--- src/hdl/rlf_pkg.sv ---
package rlf_pkg;

  localparam int COLOR_W = 8;
  localparam int STEP_W  = 16;
  localparam int TICK_W  = 16;
  localparam int IDX_W   = 17;
  localparam int ACC_W   = 24;
  localparam int RGB_W   = 24;
  localparam int ADDR_W  = 3;
  localparam int DATA_W  = 32;
  localparam int DIG_W   = 3;

  localparam logic [DIG_W-1:0]  DIG_LAST          = 3'd7;
  localparam logic [TICK_W-1:0] TICK_MAX          = 16'hFFFF;
  localparam logic [STEP_W-1:0] STEP_COUNT_RST    = 16'd255;
  localparam logic [TICK_W-1:0] TICK_INTERVAL_RST = 16'd10;

  // register select is address bit 2
  localparam logic REG_STEP_COUNT    = 1'b0;
  localparam logic REG_TICK_INTERVAL = 1'b1;

  localparam logic FUNC_TICK  = 1'b0;
  localparam logic FUNC_START = 1'b1;

  typedef enum logic [1:0] {
    S_IDLE,
    S_MUL,
    S_DIV,
    S_HOLD
  } rlf_state_t;

  typedef struct packed {
    logic load;
    logic mul;
    logic div;
  } rlf_lane_ctl_t;

  typedef struct packed {
    logic [STEP_W-1:0] step_count;
    logic [TICK_W-1:0] tick_interval;
  } rlf_cfg_t;

endpackage

--- src/hdl/rlf_if.sv ---
interface rlf_in_if;
  logic       valid;
  logic       ready;
  logic       func;
  logic [7:0] target_red;
  logic [7:0] target_green;
  logic [7:0] target_blue;

  modport source (output valid, func, target_red, target_green, target_blue, input ready);
  modport sink   (input valid, func, target_red, target_green, target_blue, output ready);
endinterface

interface rlf_out_if;
  logic       valid;
  logic       ready;
  logic [7:0] out_red;
  logic [7:0] out_green;
  logic [7:0] out_blue;
  logic       fade_done;

  modport source (output valid, out_red, out_green, out_blue, fade_done, input ready);
  modport sink   (input valid, out_red, out_green, out_blue, fade_done, output ready);
endinterface

--- src/hdl/rlf_regs.sv ---
module rlf_regs (
  input  logic                          clk,
  input  logic                          rst,
  input  logic                          psel,
  input  logic                          penable,
  input  logic                          pwrite,
  input  logic [rlf_pkg::ADDR_W-1:0]    paddr,
  input  logic [rlf_pkg::DATA_W-1:0]    pwdata,
  output logic [rlf_pkg::DATA_W-1:0]    prdata,
  output logic                          pready,
  output rlf_pkg::rlf_cfg_t             cfg
);

  logic wr_en;

  assign pready = 1'b1;
  assign wr_en  = psel && penable && pwrite;

  always_ff @(posedge clk) begin
    if (rst) begin
      cfg.step_count    <= rlf_pkg::STEP_COUNT_RST;
      cfg.tick_interval <= rlf_pkg::TICK_INTERVAL_RST;
    end else if (wr_en) begin
      unique case (paddr[2])
        rlf_pkg::REG_STEP_COUNT: begin
          cfg.step_count <= pwdata[rlf_pkg::STEP_W-1:0];
        end
        rlf_pkg::REG_TICK_INTERVAL: begin
          cfg.tick_interval <= pwdata[rlf_pkg::TICK_W-1:0];
        end
        default: begin
        end
      endcase
    end
  end

  always_comb begin
    unique case (paddr[2])
      rlf_pkg::REG_STEP_COUNT: begin
        prdata = {{(rlf_pkg::DATA_W-rlf_pkg::STEP_W){1'b0}}, cfg.step_count};
      end
      rlf_pkg::REG_TICK_INTERVAL: begin
        prdata = {{(rlf_pkg::DATA_W-rlf_pkg::TICK_W){1'b0}}, cfg.tick_interval};
      end
      default: begin
        prdata = '0;
      end
    endcase
  end

endmodule

--- src/hdl/rlf_lane.sv ---
// One color channel: MSB-first shift-add multiply of both weights, then
// restoring divide one quotient bit per cycle, all in one 24-bit register.
module rlf_lane (
  input  logic                           clk,
  input  rlf_pkg::rlf_lane_ctl_t         ctl,
  input  logic [rlf_pkg::COLOR_W-1:0]    from,
  input  logic [rlf_pkg::COLOR_W-1:0]    to,
  input  logic [rlf_pkg::STEP_W-1:0]     a,
  input  logic [rlf_pkg::STEP_W-1:0]     b,
  input  logic [rlf_pkg::STEP_W-1:0]     steps,
  output logic [rlf_pkg::COLOR_W-1:0]    quot
);

  logic [rlf_pkg::ACC_W-1:0]   acc;
  logic [rlf_pkg::COLOR_W-1:0] fsh;
  logic [rlf_pkg::COLOR_W-1:0] tsh;
  logic [rlf_pkg::ACC_W-1:0]   term_a;
  logic [rlf_pkg::ACC_W-1:0]   term_b;
  logic [rlf_pkg::STEP_W:0]    trial;
  logic [rlf_pkg::STEP_W:0]    diff;
  logic                        ge;

  always_comb begin
    term_a = fsh[rlf_pkg::COLOR_W-1] ? {{(rlf_pkg::ACC_W-rlf_pkg::STEP_W){1'b0}}, a} : '0;
    term_b = tsh[rlf_pkg::COLOR_W-1] ? {{(rlf_pkg::ACC_W-rlf_pkg::STEP_W){1'b0}}, b} : '0;
    trial  = acc[rlf_pkg::ACC_W-1:rlf_pkg::COLOR_W-1];
    ge     = trial >= {1'b0, steps};
    diff   = trial - {1'b0, steps};
  end

  always_ff @(posedge clk) begin
    priority if (ctl.load) begin
      acc <= '0;
      fsh <= from;
      tsh <= to;
    end else if (ctl.mul) begin
      acc <= {acc[rlf_pkg::ACC_W-2:0], 1'b0} + term_a + term_b;
      fsh <= {fsh[rlf_pkg::COLOR_W-2:0], 1'b0};
      tsh <= {tsh[rlf_pkg::COLOR_W-2:0], 1'b0};
    end else if (ctl.div) begin
      // remainder stays below steps, so 16 bits hold it
      acc <= {(ge ? diff[rlf_pkg::STEP_W-1:0] : trial[rlf_pkg::STEP_W-1:0]),
              acc[rlf_pkg::COLOR_W-2:0], ge};
    end else begin
      acc <= acc;
    end
  end

  // zero steps: the blend is the target itself
  assign quot = (steps == '0) ? to : acc[rlf_pkg::COLOR_W-1:0];

endmodule

--- src/hdl/rgb_linear_fade.sv ---
// Linear RGB fader.
// items channel: func 0 is a one millisecond tick, func 1 starts a fade to
// target_red/green/blue from the colour last emitted. results channel: one
// transfer per tick that updates the colour, with fade_done on the last step.
// APB port: step_count at 0x0, tick_interval at 0x4; write only while idle.
// Start items and ticks that do not update are taken while idle and keep it idle.
// An updating tick loads the lanes, then runs a bit-serial multiply and a
// bit-serial divide in three channel lanes side by side, then waits in the
// hold state until the output register is free and loads it.
// Ready drops for that whole span.
// The output register frees the input side: a new item is taken while a
// result waits. If a second update finishes while the receiver still stalls
// the first, the block holds it and stays busy until the first transfers.
// Reset (synchronous) sets step_count 255, tick_interval 10, stops fading,
// clears the elapsed count and the index, sets all colours to black and
// empties the output register.
module rgb_linear_fade (
  input  logic                          clk,
  input  logic                          rst,
  rlf_in_if.sink                        items,
  rlf_out_if.source                     results,
  input  logic                          psel,
  input  logic                          penable,
  input  logic                          pwrite,
  input  logic [rlf_pkg::ADDR_W-1:0]    paddr,
  input  logic [rlf_pkg::DATA_W-1:0]    pwdata,
  output logic [rlf_pkg::DATA_W-1:0]    prdata,
  output logic                          pready
);

  rlf_pkg::rlf_cfg_t      cfg;
  rlf_pkg::rlf_state_t    state;
  rlf_pkg::rlf_state_t    state_next;
  rlf_pkg::rlf_lane_ctl_t lane_ctl;

  logic [rlf_pkg::DIG_W-1:0]   cnt;
  logic                        fading;
  logic [rlf_pkg::TICK_W-1:0]  tsu;
  logic [rlf_pkg::TICK_W-1:0]  tsu_inc;
  logic [rlf_pkg::IDX_W-1:0]   idx;
  logic [rlf_pkg::IDX_W-1:0]   idx_inc;
  logic [rlf_pkg::STEP_W-1:0]  idx_eff;
  logic [rlf_pkg::RGB_W-1:0]   start_colour;
  logic [rlf_pkg::RGB_W-1:0]   end_colour;
  logic [rlf_pkg::RGB_W-1:0]   cur_colour;
  logic [rlf_pkg::STEP_W-1:0]  wa;
  logic [rlf_pkg::STEP_W-1:0]  wb;
  logic [rlf_pkg::COLOR_W-1:0] q_red;
  logic [rlf_pkg::COLOR_W-1:0] q_green;
  logic [rlf_pkg::COLOR_W-1:0] q_blue;
  logic                        done_w;
  logic                        accept;
  logic                        go_update;
  logic                        slot_free;
  logic                        commit;
  logic                        out_valid;
  logic [rlf_pkg::COLOR_W-1:0] out_r;
  logic [rlf_pkg::COLOR_W-1:0] out_g;
  logic [rlf_pkg::COLOR_W-1:0] out_b;
  logic                        out_done;

  rlf_regs u_regs (
    .clk     (clk),
    .rst     (rst),
    .psel    (psel),
    .penable (penable),
    .pwrite  (pwrite),
    .paddr   (paddr),
    .pwdata  (pwdata),
    .prdata  (prdata),
    .pready  (pready),
    .cfg     (cfg)
  );

  rlf_lane u_lane_red (
    .clk   (clk),
    .ctl   (lane_ctl),
    .from  (start_colour[23:16]),
    .to    (end_colour[23:16]),
    .a     (wa),
    .b     (wb),
    .steps (cfg.step_count),
    .quot  (q_red)
  );

  rlf_lane u_lane_green (
    .clk   (clk),
    .ctl   (lane_ctl),
    .from  (start_colour[15:8]),
    .to    (end_colour[15:8]),
    .a     (wa),
    .b     (wb),
    .steps (cfg.step_count),
    .quot  (q_green)
  );

  rlf_lane u_lane_blue (
    .clk   (clk),
    .ctl   (lane_ctl),
    .from  (start_colour[7:0]),
    .to    (end_colour[7:0]),
    .a     (wa),
    .b     (wb),
    .steps (cfg.step_count),
    .quot  (q_blue)
  );

  always_comb begin
    tsu_inc = (tsu == rlf_pkg::TICK_MAX) ? tsu : tsu + 1'b1;
    // index clamped to the step count when the count was lowered mid-fade
    idx_eff = (idx > {1'b0, cfg.step_count}) ? cfg.step_count
                                             : idx[rlf_pkg::STEP_W-1:0];
    idx_inc = idx + 1'b1;
    done_w  = idx_inc > {1'b0, cfg.step_count};
  end

  // outputs of the sequencer
  always_comb begin
    items.ready   = (state == rlf_pkg::S_IDLE);
    accept        = items.valid && items.ready;
    go_update     = accept && (items.func == rlf_pkg::FUNC_TICK) && fading &&
                    (tsu_inc > cfg.tick_interval);
    slot_free     = !out_valid || results.ready;
    commit        = (state == rlf_pkg::S_HOLD) && slot_free;
    lane_ctl.load = go_update;
    lane_ctl.mul  = (state == rlf_pkg::S_MUL);
    lane_ctl.div  = (state == rlf_pkg::S_DIV);
  end

  always_comb begin
    state_next = state;
    unique case (state)
      rlf_pkg::S_IDLE: begin
        if (go_update) state_next = rlf_pkg::S_MUL;
      end
      rlf_pkg::S_MUL: begin
        if (cnt == rlf_pkg::DIG_LAST) state_next = rlf_pkg::S_DIV;
      end
      rlf_pkg::S_DIV: begin
        if (cnt == rlf_pkg::DIG_LAST) state_next = rlf_pkg::S_HOLD;
      end
      rlf_pkg::S_HOLD: begin
        if (slot_free) state_next = rlf_pkg::S_IDLE;
      end
      default: begin
        state_next = rlf_pkg::S_IDLE;
      end
    endcase
  end

  always_ff @(posedge clk) begin
    if (rst) begin
      state        <= rlf_pkg::S_IDLE;
      cnt          <= '0;
      fading       <= 1'b0;
      tsu          <= '0;
      idx          <= '0;
      start_colour <= '0;
      end_colour   <= '0;
      cur_colour   <= '0;
      out_valid    <= 1'b0;
    end else begin
      state <= state_next;
      if (go_update) begin
        cnt <= '0;
      end else if (lane_ctl.mul || lane_ctl.div) begin
        cnt <= cnt + 1'b1;
      end
      if (accept && (items.func == rlf_pkg::FUNC_START)) begin
        fading       <= 1'b1;
        start_colour <= cur_colour;
        end_colour   <= {items.target_red, items.target_green, items.target_blue};
        idx          <= '0;
      end else if (go_update) begin
        tsu <= '0;
      end else if (accept) begin
        tsu <= tsu_inc;
      end
      if (commit) begin
        cur_colour <= {q_red, q_green, q_blue};
        idx        <= done_w ? '0 : idx_inc;
        fading     <= !done_w;
      end
      if (commit) begin
        out_valid <= 1'b1;
      end else if (results.ready) begin
        out_valid <= 1'b0;
      end
    end
  end

  always_ff @(posedge clk) begin
    if (go_update) begin
      wa <= cfg.step_count - idx_eff;
      wb <= idx_eff;
    end
    if (commit) begin
      out_r    <= q_red;
      out_g    <= q_green;
      out_b    <= q_blue;
      out_done <= done_w;
    end
  end

  assign results.valid     = out_valid;
  assign results.out_red   = out_r;
  assign results.out_green = out_g;
  assign results.out_blue  = out_b;
  assign results.fade_done = out_done;

  a_update_clears_elapsed: assert property (@(posedge clk) disable iff (rst)
    go_update |=> (tsu == '0) && (state == rlf_pkg::S_MUL))
    else $error("elapsed count not restarted on update");

  a_idle_tick_no_work: assert property (@(posedge clk) disable iff (rst)
    (accept && !fading) |=> (state == rlf_pkg::S_IDLE))
    else $error("work started while not fading");

  a_div_to_hold: assert property (@(posedge clk) disable iff (rst)
    ((state == rlf_pkg::S_DIV) && (cnt == rlf_pkg::DIG_LAST)) |=>
      (state == rlf_pkg::S_HOLD))
    else $error("divide did not end after eight digits");

  a_commit_loads_result: assert property (@(posedge clk) disable iff (rst)
    commit |=> out_valid && (state == rlf_pkg::S_IDLE))
    else $error("finished update not presented");

  a_done_stops_fade: assert property (@(posedge clk) disable iff (rst)
    (commit && done_w) |=> !fading && (idx == '0) && out_done)
    else $error("final step did not stop fading");

endmodule
--- src/flat_wrapper.sv ---
// flat-port wrapper written by rule: the top's interface ports become plain ports
module rgb_linear_fade_flat 
  (clk, rst, psel, penable, pwrite, paddr, pwdata, prdata, pready, items_valid, items_func, items_target_red, items_target_green, items_target_blue, items_ready, results_valid, results_out_red, results_out_green, results_out_blue, results_fade_done, results_ready);
  rlf_in_if items_i ();
  rlf_out_if results_i ();
  input  logic clk;
  input  logic rst;
  input  logic psel;
  input  logic penable;
  input  logic pwrite;
  input  logic [rlf_pkg::ADDR_W-1:0] paddr;
  input  logic [rlf_pkg::DATA_W-1:0] pwdata;
  output logic [rlf_pkg::DATA_W-1:0] prdata;
  output logic pready;
  input wire logic [$bits(items_i.valid)-1:0] items_valid;
  input wire logic [$bits(items_i.func)-1:0] items_func;
  input wire logic [$bits(items_i.target_red)-1:0] items_target_red;
  input wire logic [$bits(items_i.target_green)-1:0] items_target_green;
  input wire logic [$bits(items_i.target_blue)-1:0] items_target_blue;
  output wire logic [$bits(items_i.ready)-1:0] items_ready;
  output wire logic [$bits(results_i.valid)-1:0] results_valid;
  output wire logic [$bits(results_i.out_red)-1:0] results_out_red;
  output wire logic [$bits(results_i.out_green)-1:0] results_out_green;
  output wire logic [$bits(results_i.out_blue)-1:0] results_out_blue;
  output wire logic [$bits(results_i.fade_done)-1:0] results_fade_done;
  input wire logic [$bits(results_i.ready)-1:0] results_ready;
  assign items_i.valid = items_valid;
  assign items_i.func = items_func;
  assign items_i.target_red = items_target_red;
  assign items_i.target_green = items_target_green;
  assign items_i.target_blue = items_target_blue;
  assign items_ready = items_i.ready;
  assign results_valid = results_i.valid;
  assign results_out_red = results_i.out_red;
  assign results_out_green = results_i.out_green;
  assign results_out_blue = results_i.out_blue;
  assign results_fade_done = results_i.fade_done;
  assign results_i.ready = results_ready;
  rgb_linear_fade u_core (.clk(clk), .rst(rst), .items(items_i), .results(results_i), .psel(psel), .penable(penable), .pwrite(pwrite), .paddr(paddr), .pwdata(pwdata), .prdata(prdata), .pready(pready));
endmodule
--- config.mk ---
export PLATFORM = sky130hd
export DESIGN_NAME = rgb_linear_fade_flat
export DESIGN_NICKNAME = d
export VERILOG_FILES = /design/src/hdl/rlf_pkg.sv /design/src/hdl/rlf_if.sv /design/src/hdl/rlf_regs.sv /design/src/hdl/rlf_lane.sv /design/src/hdl/rgb_linear_fade.sv /design/src/flat_wrapper.sv
export SDC_FILE = /design/constraint.sdc
export NUM_CORES = 1
export LEC_CHECK = 0
export ABC_AREA = 1
export BUFFER_PORTS_ARGS = -buffer_cell sky130_fd_sc_hd__buf_2
export CORE_ASPECT_RATIO = 0.5
export CORE_MARGIN = 2
export CORE_UTILIZATION = 57
export CTS_CLUSTER_DIAMETER = 50
export DETAILED_ROUTE_END_ITERATION = 6
export MAX_ROUTING_LAYER = met4
export PLACE_DENSITY = 0.78
export SLEW_MARGIN = 30
export SYNTH_ARGS = -nofsm -noshare
export SYNTH_HDL_FRONTEND = slang
export SYNTH_SLANG_ARGS = --single-unit
--- constraint.sdc ---
create_clock -name clk -period 4.8 [get_ports clk]
set_clock_uncertainty 0.2 [all_clocks]
set_input_delay 0.96 -clock clk [delete_from_list [all_inputs] [get_ports clk]]
set_output_delay 0.96 -clock clk [all_outputs]
set_load 0.02 [all_outputs]
==> impl_metrics.csv <==
group,metric,value,unit
run_status,outcome,"complete, no violations",
timing,drv_slew,0,
final_layout,fin_nets,3371,
clock_tree,cts_root_buffer,"clkbuf_16",
grt,grt.total_usage,31.61,%
place,dpl.hpwl,46.18,mm
timing,setup_viol,0,
route,via_per_inst,5.756,
critical_path,cp.required,4.87,ns
floorplanning,die-width,284.3,um
clock_tree,cts_made_buffers,34,
route,wl_per_cell,17.48,um
synth,synth_area,22390,um^2
clock_tree,cts_tree,"yes",
place,place_congestion,0.9881,
critical_path,critPathSlowestCell,"o21ai_0",
critical_path,crit_start,"u_core.u_regs.cfg[25]",
floorplanning,die_h,144.1,um
power_and_ir_drop,power.leakage,0.01173,uW
route,drt_iter0_drc,2256,
route,vias,20975,
timing,holdWs,0.2480,ns
timing,relSlewSlack,38.55,%
synth,synth.top_cell.area_share,19.32,%
final_layout,area_delta_synth_final,9.418,%
synth,synth_cell_types,61,
synth,synth_top_flop_cell,"dfxtp_1",
route,postRouteAntennaNets,0,
floorplanning,die-area,40970,um^2
timing,max_freq,228.2,MHz
synth,synth_warnings,0,
place,portBuffers,91,
critical_path,critPathKind,"register to register",
timing,tns,0,ns
synth,syn_area_per_cell,7.354,um^2
route,dr.pass1.iters,7,
route,wl,63.71,mm
timing,hold_viol_final,0,
critical_path,path_delay_family,"simple AND/OR/NAND/NOR gates",
critical_path,path_buf_inv,1,
timing,grt_setup_unrepaired,"false",
synth,seq_area_frac_synth,33.40,%
clock_tree,clkSlewWorstSetupHoldPaths,0.06,ns
critical_path,crit_path_max_fanout,24,
grt,antenna_found_initial,0,
clock_tree,htree_num_levels,2,
final_layout,antenna_cells,0,
critical_path,cpMostUsedCell,"nand2_1",
clock_tree,clk_latency,0.54,ns
clock_tree,ctsHoldBuffers,0,
worst_hold_path,hold_class,"register to register",
power_and_ir_drop,ir_drop,0.0004345,V
run,cap_viol_max_count,0,
clock_tree,cts_resized,0,
floorplanning,coreArea,38800,um^2
critical_path,cp-end-kind,"register",
synth,synth_edf_count,105,
route,post-route-drc-count,0,
synth,synthTopCellsByArea,"dfxtp_1 (19%), edfxtp_1 (14%), nand2_1 (10%)",
critical_path,critPathLaunchType,"register",
synth,synth_top_cell_by_area,"dfxtp_1",
timing,worstMarginPinSlew,0.9218,ns
final_layout,utilization,63.13,%
worst_hold_path,min_from,"u_core.start_colour[5]",
power_and_ir_drop,power.density,575.3,nW/um^2
floorplanning,row_count,51,
clock_tree,cts.sink_count,321,
synth,netlist_instances,3044,
grt,grt_overflow,0,
critical_path,cp_data_arrival_time,4.45,ns
grt,grt_pass1_wl,100.2,mm
floorplanning,initial_core_util,57.70,%
timing,fin_crit,4.382,ns
final_layout,drive_gt1_share,8.253,%
grt,grt_pass1_vias,19091,
timing,fin_crit_sh,91.29,%
synth,synth-seq-cells,321,
critical_path,worstPathCellList,"inv_1 > ha_1 > nand3_1 > nor2_1 > nand3b_1 > nand3_2 > nand2_4 > o21ai_0 > ha_1 > nand2_1 > nor2_1 > a211oi_1 > o31ai_1 > nand3_1 > a21boi_1 > nand2_1 > nand4_1 > nand2_1",
critical_path,slowest_delay,0.53,ns
critical_path,worstReg2RegStart,"u_core.u_regs.cfg[25]",
clock_tree,post_cts_buffers,0,
synth,async_flop_share,0,%
clock_tree,clock_path_buffers,3,
grt,grt_max_degree,102,
floorplanning,io_pins,127,
[registers in the layout, indices dropped and copies added, names as in the netlist, 16 cells and up]
signal and count:
u_core.idx 17, u_core.wa 16, u_core.u_lane_green.acc 24, u_core.wb 16
u_core.start_colour 24, u_core.tsu 16, u_core.end_colour 24, u_core.u_lane_red.acc 24
u_core.cur_colour 24, u_core.u_regs.cfg 32, u_core.u_lane_blue.acc 24
[cell usage after synthesis (4+ instances only)]
cell	number
nand4_1	37
nor4_1	10
o211ai_1	19
inv_1	408
o32ai_1	5
nand3_2	16
a21oi_2	11
a32o_1	7
xnor2_1	27
a21oi_1	296
nor2_2	9
fa_1	52
o21ai_0	367
xor2_1	51
nor2_1	215
ha_1	163
a21boi_0	7
clkbuf_1	102
o21ai_2	6
or2_2	9
o21bai_1	10
a211oi_1	16
nand2_1	620
nor3_1	28
buf_1	6
edfxtp_1	105
buf_4	20
a21o_1	17
buf_2	4
nand3_1	116
clkinv_1	4
dfxtp_1	216
a221oi_1	4
a31oi_1	18
[per-stage QoR]
step           area (um^2)  std cells  setup WS (ns)  total power [uW]
2_1_floorplan        22440       3059         0.1745              9383
3_3_place_gp         23330       3583         0.6433             10980
3_5_place_dp         23330       3583         0.5377             11160
4_1_cts              24490       3644         0.4884             13970
5_1_grt              24490       3644        0.05764             15210
6_report             24490       3644         0.4179             14090
[layout by cell type, fill, tap and decap left out, types with 9 or more instances in the layout]
cell and count:
nand3_2 16, nor2_2 9, a21oi_2 11, nor3_1 28
fa_1 52, buf_4 31, nor4_1 10, a21o_1 17
o211ai_1 19, inv_1 407, or2_2 9, clkbuf_16 35
dfxtp_1 216, buf_2 91, nand2_1 618, a21oi_1 296
nor2_1 215, o21ai_0 367, edfxtp_1 105, conb_1 17
a211oi_1 16, xor2_1 51, o21bai_1 10, xnor2_1 27
ha_1 162, nand4_1 37, nand3_1 115, a31oi_1 18
[power breakdown]
group          switching [uW]  leakage [uW]  internal, uW
clock network            1170      0.000554          1620
logic                    4620       0.00843          2570
registers                 664       0.00274          3450
total                    6450        0.0117          7640
[worst reg2reg max path: stages (launching register included)]
cell	delay, ns
dfxtp_1	0.35
inv_1	0.29
ha_1	0.41
nand3_1	0.08
nor2_1	0.20
nand3b_1	0.13
nand3_2	0.12
nand2_4	0.15
o21ai_0	0.54
ha_1	0.25
nand2_1	0.06
nor2_1	0.10
a211oi_1	0.08
o31ai_1	0.35
nand3_1	0.17
a21boi_1	0.34
nand2_1	0.14
nand4_1	0.10
nand2_1	0.05
[layer usage]
metal | wire, um | part of all wire (%) | global-route usage [%] | vias up
li1 | - | - | - | 10203
met1 | 28970 | 45 | 44.44 | 9831
met2 | 27430 | 43 | 47.98 | 846
met3 | 6200 | 9.7 | 5.363 | 95
met4 | 1100 | 1.7 | 6.898 | 0
met5 | 0 | 0 | - | -
[final timing paths]
kind	depth (start not counted)	slack, ns	endpoint
worst max-delay path	18	0.42	u_core.wa[15]
worst min-delay path	2	0.25	u_core.start_colour[5]
worst max register to register	18	0.42	u_core.wa[15]
worst min register to register	2	0.25	u_core.start_colour[5]
[layout make-up]
class / instances / area, um^2
well taps: 530 / 663.1
multi-input cells: 2187 / 12820
repair buffers: 128 / 799.5
flip-flops and latches: 321 / 7477
clock buffers: 44 / 939.7
inverters: 417 / 1568
clock inverters: 17 / 221.5
fillers: 3476 / 14300
[cell families (layout without fill, tap and decap cells)]
group           after synthesis  in the layout  synth area share, %
compound gates              801            801                19.62
xor+xnor                     79             79                3.125
fa+ha+maj                   215            215                13.76
buf+inv                     551            606                9.714
flops                       321            321                33.40
other cells                   2             17              0.03355
simple gates               1075           1075                20.34
(Power assumes the default switching activity.)
